--- src/sdv_pkg.sv ---
package sdv_pkg;

  localparam int SECTION_TYPES        = 7;
  localparam int WORDS_PER_DESCRIPTOR = 5;
  localparam int MAX_DESCRIPTOR_WORDS = 4096;
  localparam int MAX_DESCRIPTORS      = MAX_DESCRIPTOR_WORDS / WORDS_PER_DESCRIPTOR;
  localparam int REM_W                = $clog2(MAX_DESCRIPTORS + 1);

  localparam int RANGE_DEPTH = 7;
  localparam int RANGE_AW    = $clog2(RANGE_DEPTH);
  localparam int RC_W        = $clog2(RANGE_DEPTH + 1);

  localparam int TYPE_IDX_W = (SECTION_TYPES > 1) ? $clog2(SECTION_TYPES) : 1;

  localparam int VER_W    = 8;
  localparam int GEN_W    = 32;
  localparam int WORDS_W  = 13;
  localparam int SIZE_W   = 31;
  localparam int TYPE_W   = 8;
  localparam int WIDE_W   = 32;
  localparam int MASK_W   = 7;
  localparam int ERR_W    = 4;
  localparam int STRIDE_W = 3;
  localparam int PROD_W   = SIZE_W + STRIDE_W;

  // floor(words / WORDS_PER_DESCRIPTOR) as a multiply by a scaled reciprocal
  localparam int RECIP_SHIFT = 16;
  localparam int RECIP       = (2**RECIP_SHIFT + WORDS_PER_DESCRIPTOR - 1) / WORDS_PER_DESCRIPTOR;
  localparam int HP_W        = WORDS_W + RECIP_SHIFT;

  localparam int PADDR_W   = 4;
  localparam int PDATA_W   = 32;
  localparam int REG_IDX_W = 2;

  localparam logic [REG_IDX_W-1:0] REG_MAJOR      = 2'd0;
  localparam logic [REG_IDX_W-1:0] REG_MINOR      = 2'd1;
  localparam logic [REG_IDX_W-1:0] REG_GENERATION = 2'd2;
  localparam logic [REG_IDX_W-1:0] REG_MASK       = 2'd3;

  typedef enum logic [ERR_W-1:0] {
    ERR_NONE        = 4'd0,
    ERR_VERSION     = 4'd1,
    ERR_GENERATION  = 4'd2,
    ERR_STRIDE      = 4'd3,
    ERR_DUPLICATE   = 4'd4,
    ERR_UNINSTALLED = 4'd5,
    ERR_OVERRUN     = 4'd6,
    ERR_INT_OVERLAP = 4'd7,
    ERR_FLT_OVERLAP = 4'd8
  } err_code_t;

  typedef struct packed {
    logic [VER_W-1:0]         major;
    logic [VER_W-1:0]         minor;
    logic signed [GEN_W-1:0]  generation;
    logic [MASK_W-1:0]        mask;
  } cfg_t;

  typedef struct packed {
    logic [SIZE_W-1:0] int_start;
    logic [SIZE_W-1:0] int_end;
    logic [SIZE_W-1:0] flt_start;
    logic [SIZE_W-1:0] flt_end;
  } range_entry_t;

  function automatic logic [STRIDE_W-1:0] int_row_step(input logic [TYPE_IDX_W-1:0] t);
    case (t)
      3'd0:    return 3'd4;
      3'd1:    return 3'd3;
      3'd2:    return 3'd3;
      3'd3:    return 3'd3;
      3'd4:    return 3'd5;
      3'd5:    return 3'd4;
      3'd6:    return 3'd4;
      default: return 3'd0;
    endcase
  endfunction

  function automatic logic [STRIDE_W-1:0] flt_stride(input logic [TYPE_IDX_W-1:0] t);
    case (t)
      3'd0:    return 3'd2;
      3'd1:    return 3'd5;
      3'd2:    return 3'd4;
      3'd3:    return 3'd3;
      3'd4:    return 3'd1;
      3'd5:    return 3'd3;
      3'd6:    return 3'd2;
      default: return 3'd0;
    endcase
  endfunction

endpackage

--- src/sdv_ifs.sv ---
interface sdv_in_if;
  import sdv_pkg::*;

  logic                     valid;
  logic                     ready;
  logic                     operation;
  logic [VER_W-1:0]         frame_major;
  logic [VER_W-1:0]         frame_minor;
  logic signed [GEN_W-1:0]  frame_generation;
  logic [WORDS_W-1:0]       descriptor_words;
  logic [SIZE_W-1:0]        int_buffer_size;
  logic [SIZE_W-1:0]        float_buffer_size;
  logic [TYPE_W-1:0]        sect_code;
  logic signed [WIDE_W-1:0] num_rows;
  logic signed [WIDE_W-1:0] int_start;
  logic signed [WIDE_W-1:0] float_start;

  modport source (
    output valid, operation, frame_major, frame_minor, frame_generation,
           descriptor_words, int_buffer_size, float_buffer_size,
           sect_code, num_rows, int_start, float_start,
    input  ready
  );

  modport sink (
    input  valid, operation, frame_major, frame_minor, frame_generation,
           descriptor_words, int_buffer_size, float_buffer_size,
           sect_code, num_rows, int_start, float_start,
    output ready
  );
endinterface

interface sdv_out_if;
  import sdv_pkg::*;

  logic             valid;
  logic             ready;
  logic             frame_ok;
  logic [ERR_W-1:0] error_code;

  modport source (output valid, frame_ok, error_code, input ready);
  modport sink (input valid, frame_ok, error_code, output ready);
endinterface

--- src/sdv_cfg_regs.sv ---
module sdv_cfg_regs (
  input  logic                          clk,
  input  logic                          rst_n,
  input  logic                          psel,
  input  logic                          penable,
  input  logic                          pwrite,
  input  logic [sdv_pkg::PADDR_W-1:0]   paddr,
  input  logic [sdv_pkg::PDATA_W-1:0]   pwdata,
  output logic [sdv_pkg::PDATA_W-1:0]   prdata,
  output logic                          pready,
  output sdv_pkg::cfg_t                 cfg
);
  import sdv_pkg::*;

  cfg_t                 cfg_r;
  logic [REG_IDX_W-1:0] reg_idx;

  assign reg_idx = paddr[PADDR_W-1:2];
  assign pready  = 1'b1;
  assign cfg     = cfg_r;

  always_ff @(posedge clk) begin
    if (!rst_n) begin
      cfg_r.major      <= VER_W'(1);
      cfg_r.minor      <= '0;
      cfg_r.generation <= '0;
      cfg_r.mask       <= '1;
    end else if (psel && penable && pwrite && pready) begin
      unique case (reg_idx)
        REG_MAJOR:      cfg_r.major      <= pwdata[VER_W-1:0];
        REG_MINOR:      cfg_r.minor      <= pwdata[VER_W-1:0];
        REG_GENERATION: cfg_r.generation <= pwdata[GEN_W-1:0];
        REG_MASK:       cfg_r.mask       <= pwdata[MASK_W-1:0];
        default:        ;
      endcase
    end
  end

  always_comb begin
    unique case (reg_idx)
      REG_MAJOR:      prdata = PDATA_W'(cfg_r.major);
      REG_MINOR:      prdata = PDATA_W'(cfg_r.minor);
      REG_GENERATION: prdata = PDATA_W'(cfg_r.generation);
      REG_MASK:       prdata = PDATA_W'(cfg_r.mask);
      default:        prdata = '0;
    endcase
  end

endmodule

--- src/sdv_range_ram.sv ---
module sdv_range_ram (
  input  logic                         clk,
  input  logic                         we,
  input  logic [sdv_pkg::RANGE_AW-1:0] waddr,
  input  sdv_pkg::range_entry_t        wdata,
  input  logic                         re,
  input  logic [sdv_pkg::RANGE_AW-1:0] raddr,
  output sdv_pkg::range_entry_t        rdata
);
  import sdv_pkg::*;

  range_entry_t mem [RANGE_DEPTH];
  range_entry_t rdata_r;

  assign rdata = rdata_r;

  always_ff @(posedge clk) begin
    if (we) begin
      mem[waddr] <= wdata;
    end
    if (re) begin
      rdata_r <= mem[raddr];
    end
  end

endmodule

--- src/section_descriptor_validator.sv ---
// Channel   Dir  Handshake          Carries
// in_if     in   valid/ready        header or section descriptor item
// out_if    out  valid/ready        frame verdict: frame_ok, error_code
// apb       in   psel/penable/pwr   expected version, generation, type mask
//
// One item at a time. The overlap scan of a descriptor reads the range memory
// one entry per cycle, over the N ranges already stored in the frame (0..7).
// rst_n is synchronous; the range memory needs no clearing, as only entries
// written in the current frame are read.
// The verdict waits in the output register; a new item is taken meanwhile,
// and only the next verdict stalls on out_if.ready.
module section_descriptor_validator (
  input  logic                          clk,
  input  logic                          rst_n,
  sdv_in_if.sink                        in_if,
  sdv_out_if.source                     out_if,
  input  logic                          psel,
  input  logic                          penable,
  input  logic                          pwrite,
  input  logic [sdv_pkg::PADDR_W-1:0]   paddr,
  input  logic [sdv_pkg::PDATA_W-1:0]   pwdata,
  output logic [sdv_pkg::PDATA_W-1:0]   prdata,
  output logic                          pready
);
  import sdv_pkg::*;

  typedef enum logic [2:0] {
    S_IDLE, S_HDR, S_TYPE, S_FIT, S_SCAN, S_RESOLVE, S_FINISH, S_EMIT
  } state_t;

  cfg_t cfg;

  sdv_cfg_regs u_cfg (
    .clk, .rst_n, .psel, .penable, .pwrite, .paddr, .pwdata, .prdata, .pready, .cfg
  );

  state_t                  state_r;
  logic [REM_W-1:0]        remaining_r;
  err_code_t               first_error_r;
  logic [SECTION_TYPES-1:0] seen_r;
  logic [SIZE_W-1:0]       int_limit_r;
  logic [SIZE_W-1:0]       flt_limit_r;
  logic [RC_W-1:0]         range_count_r;
  logic [RANGE_AW-1:0]     scan_idx_r;
  logic                    int_hit_r;
  logic                    flt_hit_r;
  logic                    out_valid_r;
  logic                    out_ok_r;
  err_code_t               out_err_r;

  // latched item
  logic [VER_W-1:0]        q_major_r;
  logic [VER_W-1:0]        q_minor_r;
  logic [GEN_W-1:0]        q_gen_r;
  logic [WORDS_W-1:0]      q_words_r;
  logic [SIZE_W-1:0]       q_isize_r;
  logic [SIZE_W-1:0]       q_fsize_r;
  logic [TYPE_W-1:0]       q_type_r;
  logic [WIDE_W-1:0]       q_rows_r;
  logic [WIDE_W-1:0]       q_istart_r;
  logic [WIDE_W-1:0]       q_fstart_r;

  // descriptor datapath
  logic [PROD_W-1:0]       prod_i_r;
  logic [PROD_W-1:0]       prod_f_r;
  logic                    stride_zero_r;
  range_entry_t            cand_r;

  logic                    in_fire;
  logic                    out_fire;

  assign in_if.ready      = (state_r == S_IDLE);
  assign in_fire          = in_if.valid && in_if.ready;
  assign out_if.valid     = out_valid_r;
  assign out_if.frame_ok  = out_ok_r;
  assign out_if.error_code = out_err_r;
  assign out_fire         = out_valid_r && out_if.ready;

  // header decode
  logic [HP_W-1:0]    hdr_prod;
  logic [WORDS_W-1:0] hdr_count;
  logic               hdr_rem_nz;
  logic [REM_W-1:0]   hdr_count_cl;
  err_code_t          hdr_err;

  always_comb begin
    hdr_prod   = HP_W'(q_words_r) * HP_W'(RECIP);
    hdr_count  = hdr_prod[HP_W-1:RECIP_SHIFT];
    hdr_rem_nz = q_words_r != WORDS_W'(hdr_count * WORDS_W'(WORDS_PER_DESCRIPTOR));
    if (hdr_count > WORDS_W'(MAX_DESCRIPTORS)) begin
      hdr_count_cl = REM_W'(MAX_DESCRIPTORS);
    end else begin
      hdr_count_cl = REM_W'(hdr_count);
    end
    if (q_major_r != cfg.major || q_minor_r != cfg.minor) begin
      hdr_err = ERR_VERSION;
    end else if (q_gen_r != cfg.generation) begin
      hdr_err = ERR_GENERATION;
    end else if (hdr_rem_nz) begin
      hdr_err = ERR_STRIDE;
    end else begin
      hdr_err = ERR_NONE;
    end
  end

  // section type decode
  logic                  type_known;
  logic [TYPE_IDX_W-1:0] type_idx;

  assign type_known = q_type_r < TYPE_W'(SECTION_TYPES);
  assign type_idx   = q_type_r[TYPE_IDX_W-1:0];

  // bounds of the candidate ranges
  logic [SIZE_W:0] end_i;
  logic [SIZE_W:0] end_f;
  logic            fit_ok;

  always_comb begin
    end_i  = (SIZE_W+1)'(q_istart_r[SIZE_W-1:0]) + (SIZE_W+1)'(prod_i_r[SIZE_W-1:0]);
    end_f  = (SIZE_W+1)'(q_fstart_r[SIZE_W-1:0]) + (SIZE_W+1)'(prod_f_r[SIZE_W-1:0]);
    fit_ok = !q_rows_r[WIDE_W-1] && !q_istart_r[WIDE_W-1] && !q_fstart_r[WIDE_W-1] &&
             !stride_zero_r &&
             (prod_i_r[PROD_W-1:SIZE_W] == '0) && (prod_f_r[PROD_W-1:SIZE_W] == '0) &&
             (end_i <= (SIZE_W+1)'(int_limit_r)) && (end_f <= (SIZE_W+1)'(flt_limit_r));
  end

  // range memory access
  range_entry_t        rd_entry;
  logic                rd_en;
  logic [RANGE_AW-1:0] rd_addr;
  logic                scan_last;
  logic                wr_en;
  logic                int_ovl;
  logic                flt_ovl;

  assign scan_last = scan_idx_r == RANGE_AW'(range_count_r - RC_W'(1));

  always_comb begin
    rd_en   = 1'b0;
    rd_addr = scan_idx_r + RANGE_AW'(1);
    if (state_r == S_FIT) begin
      rd_en   = fit_ok && (range_count_r != '0);
      rd_addr = '0;
    end else if (state_r == S_SCAN) begin
      rd_en   = !scan_last;
    end
  end

  assign wr_en = (state_r == S_RESOLVE) && !int_hit_r && !flt_hit_r &&
                 (range_count_r < RC_W'(RANGE_DEPTH));

  assign int_ovl = (cand_r.int_start < rd_entry.int_end) &&
                   (rd_entry.int_start < cand_r.int_end);
  assign flt_ovl = (cand_r.flt_start < rd_entry.flt_end) &&
                   (rd_entry.flt_start < cand_r.flt_end);

  sdv_range_ram u_ram (
    .clk,
    .we    (wr_en),
    .waddr (range_count_r[RANGE_AW-1:0]),
    .wdata (cand_r),
    .re    (rd_en),
    .raddr (rd_addr),
    .rdata (rd_entry)
  );

  always_ff @(posedge clk) begin
    if (!rst_n) begin
      state_r       <= S_IDLE;
      remaining_r   <= '0;
      first_error_r <= ERR_NONE;
      seen_r        <= '0;
      int_limit_r   <= '0;
      flt_limit_r   <= '0;
      range_count_r <= '0;
      scan_idx_r    <= '0;
      int_hit_r     <= 1'b0;
      flt_hit_r     <= 1'b0;
      out_valid_r   <= 1'b0;
      out_ok_r      <= 1'b0;
      out_err_r     <= ERR_NONE;
    end else begin
      // in emit the register is reloaded below instead
      if (out_fire && state_r != S_EMIT) begin
        out_valid_r <= 1'b0;
      end
      unique case (state_r)
        S_IDLE: begin
          if (in_fire) begin
            q_major_r  <= in_if.frame_major;
            q_minor_r  <= in_if.frame_minor;
            q_gen_r    <= in_if.frame_generation;
            q_words_r  <= in_if.descriptor_words;
            q_isize_r  <= in_if.int_buffer_size;
            q_fsize_r  <= in_if.float_buffer_size;
            q_type_r   <= in_if.sect_code;
            q_rows_r   <= in_if.num_rows;
            q_istart_r <= in_if.int_start;
            q_fstart_r <= in_if.float_start;
            if (!in_if.operation) begin
              state_r <= S_HDR;
            end else if (remaining_r == '0) begin
              state_r <= S_IDLE;  // drop: no frame open
            end else if (first_error_r != ERR_NONE) begin
              state_r <= S_FINISH;
            end else begin
              state_r <= S_TYPE;
            end
          end
        end
        S_HDR: begin
          first_error_r <= hdr_err;
          seen_r        <= '0;
          range_count_r <= '0;
          int_limit_r   <= q_isize_r;
          flt_limit_r   <= q_fsize_r;
          remaining_r   <= hdr_count_cl;
          state_r       <= (hdr_count_cl == '0) ? S_EMIT : S_IDLE;
        end
        S_TYPE: begin
          prod_i_r      <= PROD_W'(q_rows_r[SIZE_W-1:0]) * PROD_W'(int_row_step(type_idx));
          prod_f_r      <= PROD_W'(q_rows_r[SIZE_W-1:0]) * PROD_W'(flt_stride(type_idx));
          stride_zero_r <= (int_row_step(type_idx) == '0) || (flt_stride(type_idx) == '0);
          if (type_known && seen_r[type_idx]) begin
            first_error_r <= ERR_DUPLICATE;
            state_r       <= S_FINISH;
          end else begin
            if (type_known) begin
              seen_r[type_idx] <= 1'b1;
            end
            if (!type_known || !cfg.mask[type_idx]) begin
              first_error_r <= ERR_UNINSTALLED;
              state_r       <= S_FINISH;
            end else begin
              state_r <= S_FIT;
            end
          end
        end
        S_FIT: begin
          cand_r.int_start <= q_istart_r[SIZE_W-1:0];
          cand_r.int_end   <= end_i[SIZE_W-1:0];
          cand_r.flt_start <= q_fstart_r[SIZE_W-1:0];
          cand_r.flt_end   <= end_f[SIZE_W-1:0];
          int_hit_r        <= 1'b0;
          flt_hit_r        <= 1'b0;
          scan_idx_r       <= '0;
          if (!fit_ok) begin
            first_error_r <= ERR_OVERRUN;
            state_r       <= S_FINISH;
          end else if (range_count_r == '0) begin
            state_r <= S_RESOLVE;
          end else begin
            state_r <= S_SCAN;
          end
        end
        S_SCAN: begin
          int_hit_r <= int_hit_r | int_ovl;
          flt_hit_r <= flt_hit_r | flt_ovl;
          if (scan_last) begin
            state_r <= S_RESOLVE;
          end else begin
            scan_idx_r <= scan_idx_r + RANGE_AW'(1);
          end
        end
        S_RESOLVE: begin
          // any integer overlap outranks a float overlap
          if (int_hit_r) begin
            first_error_r <= ERR_INT_OVERLAP;
          end else if (flt_hit_r) begin
            first_error_r <= ERR_FLT_OVERLAP;
          end else if (wr_en) begin
            range_count_r <= range_count_r + RC_W'(1);
          end
          state_r <= S_FINISH;
        end
        S_FINISH: begin
          remaining_r <= remaining_r - REM_W'(1);
          state_r     <= (remaining_r == REM_W'(1)) ? S_EMIT : S_IDLE;
        end
        S_EMIT: begin
          // hold until the previous verdict has left
          if (!out_valid_r || out_if.ready) begin
            out_valid_r <= 1'b1;
            out_ok_r    <= (first_error_r == ERR_NONE);
            out_err_r   <= first_error_r;
            state_r     <= S_IDLE;
          end
        end
        default: state_r <= S_IDLE;
      endcase
    end
  end

  a_range_count_bound: assert property (@(posedge clk) disable iff (!rst_n)
    range_count_r <= RC_W'(RANGE_DEPTH))
    else $error("range count beyond memory depth");

  a_scan_in_range: assert property (@(posedge clk) disable iff (!rst_n)
    state_r == S_SCAN |-> RC_W'(scan_idx_r) < range_count_r)
    else $error("scan index past stored ranges");

  a_error_sticky: assert property (@(posedge clk) disable iff (!rst_n)
    (state_r != S_HDR && first_error_r != ERR_NONE) |=> first_error_r == $past(first_error_r))
    else $error("latched error changed within a frame");

  a_verdict_from_emit: assert property (@(posedge clk) disable iff (!rst_n)
    (out_valid_r && !$past(out_valid_r)) |-> $past(state_r == S_EMIT))
    else $error("verdict raised outside emit");

endmodule

--- src/flat_wrapper.sv ---
// flat-port wrapper written by rule: the top's interface ports become plain ports
module section_descriptor_validator_flat import sdv_pkg::*;
  (clk, rst_n, psel, penable, pwrite, paddr, pwdata, prdata, pready, in_if_valid, in_if_operation, in_if_frame_major, in_if_frame_minor, in_if_frame_generation, in_if_descriptor_words, in_if_int_buffer_size, in_if_float_buffer_size, in_if_sect_code, in_if_num_rows, in_if_int_start, in_if_float_start, in_if_ready, out_if_valid, out_if_frame_ok, out_if_error_code, out_if_ready);
  sdv_in_if in_if_i ();
  sdv_out_if out_if_i ();
  input  logic clk;
  input  logic rst_n;
  input  logic psel;
  input  logic penable;
  input  logic pwrite;
  input  logic [sdv_pkg::PADDR_W-1:0] paddr;
  input  logic [sdv_pkg::PDATA_W-1:0] pwdata;
  output logic [sdv_pkg::PDATA_W-1:0] prdata;
  output logic pready;
  input wire logic [$bits(in_if_i.valid)-1:0] in_if_valid;
  input wire logic [$bits(in_if_i.operation)-1:0] in_if_operation;
  input wire logic [$bits(in_if_i.frame_major)-1:0] in_if_frame_major;
  input wire logic [$bits(in_if_i.frame_minor)-1:0] in_if_frame_minor;
  input wire logic [$bits(in_if_i.frame_generation)-1:0] in_if_frame_generation;
  input wire logic [$bits(in_if_i.descriptor_words)-1:0] in_if_descriptor_words;
  input wire logic [$bits(in_if_i.int_buffer_size)-1:0] in_if_int_buffer_size;
  input wire logic [$bits(in_if_i.float_buffer_size)-1:0] in_if_float_buffer_size;
  input wire logic [$bits(in_if_i.sect_code)-1:0] in_if_sect_code;
  input wire logic [$bits(in_if_i.num_rows)-1:0] in_if_num_rows;
  input wire logic [$bits(in_if_i.int_start)-1:0] in_if_int_start;
  input wire logic [$bits(in_if_i.float_start)-1:0] in_if_float_start;
  output wire logic [$bits(in_if_i.ready)-1:0] in_if_ready;
  output wire logic [$bits(out_if_i.valid)-1:0] out_if_valid;
  output wire logic [$bits(out_if_i.frame_ok)-1:0] out_if_frame_ok;
  output wire logic [$bits(out_if_i.error_code)-1:0] out_if_error_code;
  input wire logic [$bits(out_if_i.ready)-1:0] out_if_ready;
  assign in_if_i.valid = in_if_valid;
  assign in_if_i.operation = in_if_operation;
  assign in_if_i.frame_major = in_if_frame_major;
  assign in_if_i.frame_minor = in_if_frame_minor;
  assign in_if_i.frame_generation = in_if_frame_generation;
  assign in_if_i.descriptor_words = in_if_descriptor_words;
  assign in_if_i.int_buffer_size = in_if_int_buffer_size;
  assign in_if_i.float_buffer_size = in_if_float_buffer_size;
  assign in_if_i.sect_code = in_if_sect_code;
  assign in_if_i.num_rows = in_if_num_rows;
  assign in_if_i.int_start = in_if_int_start;
  assign in_if_i.float_start = in_if_float_start;
  assign in_if_ready = in_if_i.ready;
  assign out_if_valid = out_if_i.valid;
  assign out_if_frame_ok = out_if_i.frame_ok;
  assign out_if_error_code = out_if_i.error_code;
  assign out_if_i.ready = out_if_ready;
  section_descriptor_validator u_core (.clk(clk), .rst_n(rst_n), .in_if(in_if_i), .out_if(out_if_i), .psel(psel), .penable(penable), .pwrite(pwrite), .paddr(paddr), .pwdata(pwdata), .prdata(prdata), .pready(pready));
endmodule
--- config.mk ---
export PLATFORM = sky130hd
export DESIGN_NAME = section_descriptor_validator_flat
export DESIGN_NICKNAME = d
export VERILOG_FILES = /design/src/sdv_pkg.sv /design/src/sdv_ifs.sv /design/src/sdv_cfg_regs.sv /design/src/sdv_range_ram.sv /design/src/section_descriptor_validator.sv /design/src/flat_wrapper.sv
export SDC_FILE = /design/constraint.sdc
export NUM_CORES = 2
export LEC_CHECK = 0
export ABC_CLOCK_PERIOD_IN_PS = 29700
export BUFFER_PORTS_ARGS = -buffer_cell sky130_fd_sc_hd__buf_4
export CAP_MARGIN = 25
export CORE_ASPECT_RATIO = 1.2
export CORE_MARGIN = 4
export CORE_UTILIZATION = 25
export CTS_CLUSTER_SIZE = 20
export DETAILED_ROUTE_END_ITERATION = 12
export SETUP_SLACK_MARGIN = 0.02
export SYNTH_ARGS = -nofsm -noshare
export SYNTH_HDL_FRONTEND = slang
export SYNTH_SLANG_ARGS = --single-unit
--- constraint.sdc ---
create_clock -name clk -period 29.7 [get_ports clk]
set_input_delay 4.455 -clock clk [delete_from_list [all_inputs] [get_ports clk]]
set_output_delay 4.455 -clock clk [all_outputs]
set_load 0.01 [all_outputs]
# --- Word level (Yosys, flattened, before mapping) ---
# Memories as Yosys holds them, arrays and structs flattened. A register that Yosys moved wholly into a read port is not among the register bits.
# Index checks and enable logic that the tools add are counted.
op_classes:
  n_addsub: 6
  n_mul: 4
  n_lt_le_gt_ge: 11
  eq_ne: 35
  n_mux: 56
  bitwise: 3
  reduce_logical: 69
ops:
  columns: ["op", "count"]
  rows:
  - ["case mux 32 bit (4 select lines)", 1]
  - ["< comparator 31 bit", 4]
  - ["multiplier 31 x 3 -> 34 bit", 2]
  - ["adder 31 x 31 -> 32 bit", 2]
  - ["<= comparator 32 x 31 -> 1 bit", 2]
  - ["two-way mux 3 bit", 20]
  - ["!= test 32 bit", 1]
  - ["two-way mux 4 bit", 7]
  - ["multiplier 13 x 12 -> 25 bit, second input constant", 1]
  - ["case mux 3 bit (8 select lines)", 1]
  - ["equality test 3 bit, second input constant", 7]
  - ["zero test 3 bit", 7]
  - ["logical AND 1 bit", 20]
  - ["zero test 10 bit", 2]
  - ["case mux 10 bit (2 select lines)", 1]
  - ["!= test 8 bit", 2]
  - ["case mux 4 bit (4 select lines)", 1]
  - ["AND reduction 2 bit", 8]
  - ["case mux 3 bit (5 select lines)", 1]
  - ["two-way mux 7 bit", 2]
  - ["!= test 2 bit, second input constant", 7]
  - ["case mux 7 bit (2 select lines)", 1]
  - ["multiplier 11 x 3 -> 13 bit, second input constant", 1]
  - ["!= test 13 bit", 1]
  - ["other kinds (38)", 82]
totals:
  ff_bits: 575
  ramBits: 868
  word_cells: 219
  n_memories: 1
mem_list:
  columns: ["name", "words", "word_bits", "read_ports", "rd_ports_with_merged_regs", "write_ports", "line_no", "rtl"]
  rows:
  - ["u_core.u_ram.mem", 7, 124, 1, 1, 1, "sdv_range_ram.sv:12", "range_entry_t mem [RANGE_DEPTH];"]

# --- Depth between registers and ports, before layout ---
logic_depth:
  word_depth: 10
  depth_mapped: 29
  depth_no_buf: 29

# --- Modules after synthesis ---
# A second synthesis with hierarchy kept.
unflattened:
  hier_cells: 5400
  hier_area_um2: 74596.5
by_module_without_submodules:
  columns: ["module", "instances", "cells_each", "area_per_inst_um2", "seq_area_each_um2"]
  rows:
  - ["sdv_range_ram", 1, 1861, 38071.5, 29788.6]
  - ["section_descriptor_validator", 1, 3271, 33993.9, 14614.0]
  - ["sdv_cfg_regs", 1, 268, 2531.2, 1101.1]

# --- Worst setup path before layout ---
# Ideal clock, no wire load.
synth_timing:
  path_type: "register to register"
  from: "register u_core.q_fstart_r[0]"
  to: "register u_core.u_ram.rdata[0] (netlist name)"
  t_arrival_ps: 13009
  required_ps: 28922
  setup_slack_ps: 15913
  stages_incl_launch_ff: 22
  period_less_slack_ps: 13787
  cell_sequence: "edfxtp_1 > ha_1 > fa_1 > nand2_1 > a21boi_0 > o22a_1 > a311o_1 > a21o_1 > a41o_1 > o41ai_4 > o21bai_1 > a21oi_1 > xnor2_1 > ha_1 > nand4_1 > nor4_1 > nand2_1 > o22ai_1 > a31oi_1 > a2111oi_2 > nand2_1 > o21ai_0"
synth_between:
  elab_chain_cells: 5
synth_rtl:
  columns: ["item", "line_no", "rtl"]
  rows:
  - ["start, declared", "section_descriptor_validator.sv:61", "logic [WIDE_W-1:0] q_fstart_r;"]
  - ["start signal, assigned", "section_descriptor_validator.sv:199", "q_fstart_r <= in_if.float_start;"]
  - ["adder 31 x 31 -> 32 bit", "section_descriptor_validator.sv:120", "end_f = (SIZE_W+1)'(q_fstart_r[SIZE_W-1:0]) + (SIZE_W+1)'(prod_f_r[SIZE_W-1:0]);"]
  - ["named net u_core.end_f[28]", "section_descriptor_validator.sv:115", "logic [SIZE_W:0] end_f;"]
  - ["<= comparator 32 x 31 -> 1 bit", "section_descriptor_validator.sv:124", "(end_i <= (SIZE_W+1)'(int_limit_r)) && (end_f <= (SIZE_W+1)'(flt_limit_r));"]
  - ["logical AND 1 bit", "section_descriptor_validator.sv:124", null]
  - ["logical AND 1 bit", "section_descriptor_validator.sv:142", "rd_en = fit_ok && (range_count_r != '0);"]
  - ["two-way mux 1 bit", "section_descriptor_validator.sv:141", "if (state_r == S_FIT) begin"]
  - ["named net u_core.rd_en", "section_descriptor_validator.sv:129", "logic rd_en;"]
# The timed path passes the listed nets, and every way through them passes these cells.
# A chain may end at the register's enable or synchronous reset.

# --- Final worst setup path ---
layout_timing:
  from: "input paddr[3] (netlist name)"
  to: "output prdata[28] (netlist name)"
layout_between:
  elab_chain_cells: 2
layout_rtl:
  columns: ["item", "line_no", "rtl"]
  rows:
  - ["start, declared", "flat_wrapper.sv:11", "input logic [sdv_pkg::PADDR_W-1:0] paddr;"]
  - ["equality test 2 bit (tied with other cells)", "sdv_cfg_regs.sv:40", "unique case (reg_idx)"]
  - ["case mux 32 bit (4 select lines) *", "sdv_cfg_regs.sv:40", null]
  - ["end, declared", "flat_wrapper.sv:13", "output logic [sdv_pkg::PDATA_W-1:0] prdata;"]
# Mark *: on every way between the ends. The rest lies on a longest branch, timed or not.

==> metrics.yaml <==
worst_setup_path:
  cp.arrival_ps: 5440
  critPathMostFrequentCell: "buf_4"
  cp.required_ps: 25240
  crit_path_max_fanout: 26
  cp-start-kind: "primary input"
  r2r_start: "u_core.prod_f_r[1]"
  crit_type: "in -> out"
  critPathCaptureType: "output pin"
  max_stage_delay_ps: 250
  cp-startpoint: "paddr[3]"
  timing.critical_path.to: "prdata[28]"
  reg2reg_slack_ps: 21420
  r2r_end: "u_core.u_ram.rdata[24]"
  rr_worst_depth: 22
  slowest_stage: "buf_4"
  crit_chain: "buf_4 > nor2b_1 > buf_4 > and2_1 > buf_4"
route:
  drt_iter0_drc: 3858
  vias: 46900
  wirelength_mm: 203
  avgViaCountPerCell: 4.65
  drt-wirelength-per-cell_um: 20.1
  first_pass_iters: 5
  ant_nets: 0
  drc_errors: 0
cts:
  htree_levels: 4
  cts-resized-gates: 0
  cts_hold_buf: 0
  numCtsBuffers: 161
  cts_tree: "yes"
  cts.sinks: 1567
  clkSlewWorstSetupHoldPaths_ps: 60
  cts.path.max_buffers: 4
  cts_root_buf: "clkbuf_16"
  clock_latency_ps: 820
  cts_setup_buffers: 0
run_status:
  status: "finished, final reports clean"
finish:
  final_layout_size_suffix_gt1_share_pct: 11.5
  nNetsFinal: 6950
  finalInstanceArea_um2: 85000
  syn2layout_area_growth_pct: 16.7
synthesis:
  ys_types: 79
  ys_seq_area_share_pct: 62.4
  synth_nets: 6650
  synth_top_cell_area_share_pct: 58.2
  ys.flop_type: "edfxtp_1"
  synth_common_cells: "edfxtp_1 (1412), nand2_1 (850), inv_1 (443)"
  ys_seq_elements: 1567
  async_reset_ff_share_pct: 0
  ys_top_cells_by_area: "edfxtp_1 (58%), ha_1 (7.2%), nand2_1 (4.4%), dfxtp_1 (4.3%), fa_1 (2.9%)"
  syn-mean-instance-area_um2: 12.5
  ys_warn_count: 0
  synth_most_common_cell: "edfxtp_1"
  synth_top_area_cell: "edfxtp_1"
  synth_edf_count: 1412
  netlist_area_um2: 72900
  synth_cells: 5852
sta:
  final.min_clock_period_ps: 9900
  timing.setup.tns_ps: 0
  worstMarginPinSlew_ps: 1030
  slew_violations: 0
  rsz0062_at_grt: "false"
  relSlewSlack_pct: 31.1
  final-hold-violation-count: 0
  setup_viol: 0
  finalCritPeriodShare_pct: 33.3
  fmax_mhz: 101
  clock-skew-final_ps: 66.6
power:
  p_per_area_nw_per_um2: 102
  ir_worst_vdd_mv: 0.257
  cellLeakagePower_nw: 31.6
  p_sw_share_pct: 38.3
  power_frac_comb_pct: 44.3
  seq_power_share_pct: 32.3
  p_switching_mw: 3.32
  p_int_mw: 5.35
  p_clk_share_pct: 23.4
grt:
  grt_pass1_wl_mm: 298
  grt_max_degree: 153
  antenna_found_initial: 38
  grt_overflow: 0
  grt_pass1_vias: 47000
  track_usage_pct: 13.1
floorplan:
  dieArea_um2: 300000
  die_h_um: 599
  initial_core_util_pct: 25.2
  core_area_um2: 289000
  ioPinCount: 311
  core.rowCount: 216
  fp.dieW_um: 501
placed_design:
  placed_area_um2: 79700
  hpwlAfterDp_mm: 137
  place_congestion: 0.862
  port_buffers: 307
min_path:
  hold_path.class: "reg -> reg"
  hp-start: "u_core.q_fstart_r[0]"
flow_run:
  maxCapViolCount: 0
critical path: cells and delay by family:
kind | cells | cell delay [ps]
buf+inv | 3 | 590
simple gates | 2 | 380
sequential cells by signal, summed over array words and instances (netlist names), 32 cells and up:
signal,flops
u_core.u_ram.rdata,124
u_core.q_rows_r,32
u_core.u_ram.mem,868
u_core.cand_r,124
u_core.q_fstart_r,32
u_core.q_gen_r,32
u_core.u_cfg.cfg,55
u_core.prod_f_r,34
u_core.prod_i_r,34
u_core.q_istart_r,32
worst min path at each step:
stage | endpoint | cells after the start
floorplan | u_core.cand_r[100] | 0
global placement | u_core.seen_r[6] | 2
detailed placement | u_core.seen_r[0] | 2
CTS | u_core.cand_r[31] | 0
global route | u_core.cand_r[31] | 0
finish | u_core.cand_r[31] | 0
per-stage QoR:
step	setup WS (ps)	util [%]	std cells	power, mW	hold slack (ps)
floorplan	15910	-	5852	5.63	431
global placement	19840	27.5	9799	6.59	450
detailed placement	19790	27.5	9800	6.67	462
CTS	19790	29.3	10100	8.73	459
global route	19750	29.4	10100	9.27	478
finish	19800	29.4	10100	8.68	460
power by group through the flow:
stage / clock network, mW / registers (mW) / logic (mW)
6_report: 2.03 / 2.80 / 3.84
5_1_grt: 2.16 / 2.81 / 4.30
4_1_cts: 2.08 / 2.80 / 3.85
3_5_place_dp: 0 / 2.84 / 3.83
3_3_place_gp: 0 / 2.84 / 3.74
2_1_floorplan: 0 / 2.81 / 2.82
cell usage in the layout, fill, tap and decap left out, types with 42 or more instances in the layout:
| master | count |
|---|---|
| a21o_1 | 93 |
| a21oi_1 | 242 |
| nor2_1 | 259 |
| buf_4 | 368 |
| a21boi_0 | 103 |
| o211ai_1 | 72 |
| dfxtp_1 | 154 |
| nand4_1 | 43 |
| nand2_1 | 847 |
| nor3_1 | 42 |
| o22ai_1 | 132 |
| ha_1 | 422 |
| and2_1 | 47 |
| edfxtp_1 | 1412 |
| xor2_1 | 92 |
| o21ai_0 | 175 |
| fa_1 | 105 |
| mux2_2 | 60 |
| nand3_1 | 295 |
| nor2b_1 | 58 |
| o31ai_1 | 70 |
| xnor2_1 | 105 |
| inv_1 | 443 |
| clkbuf_16 | 164 |
cells by family after synthesis:
family | count (synthesis) | share of synthesized area, %
buf+inv | 682 | 3.52
mux | 96 | 1.56
compound gates | 1066 | 9.53
xor+xnor | 200 | 2.42
simple gates | 1713 | 10.4
fa+ha+maj | 527 | 10.1
other cells | 1 | 0.00515
flops | 1567 | 62.4
layer usage:
metal | up-vias | track usage, % | share of wire [%]
li1 | 21800 | - | -
met1 | 23200 | 16.6 | 41
met2 | 1626 | 22.0 | 47
met3 | 355 | 2.75 | 7.5
met4 | 12 | 4.90 | 3.9
met5 | - | 0 | 0.041
final cells by class:
class,count,area (µm²)
fill,29000,204000
sequential,1567,45500
clock buffer,205,4390
clock inverter,75,826
inverter,445,1670
tap,3815,4770
timing repair buffer,374,2910
multi-input combinational,3603,24900
antenna,5,12.5
No activity file was read; power rests on OpenSTA's default activity.
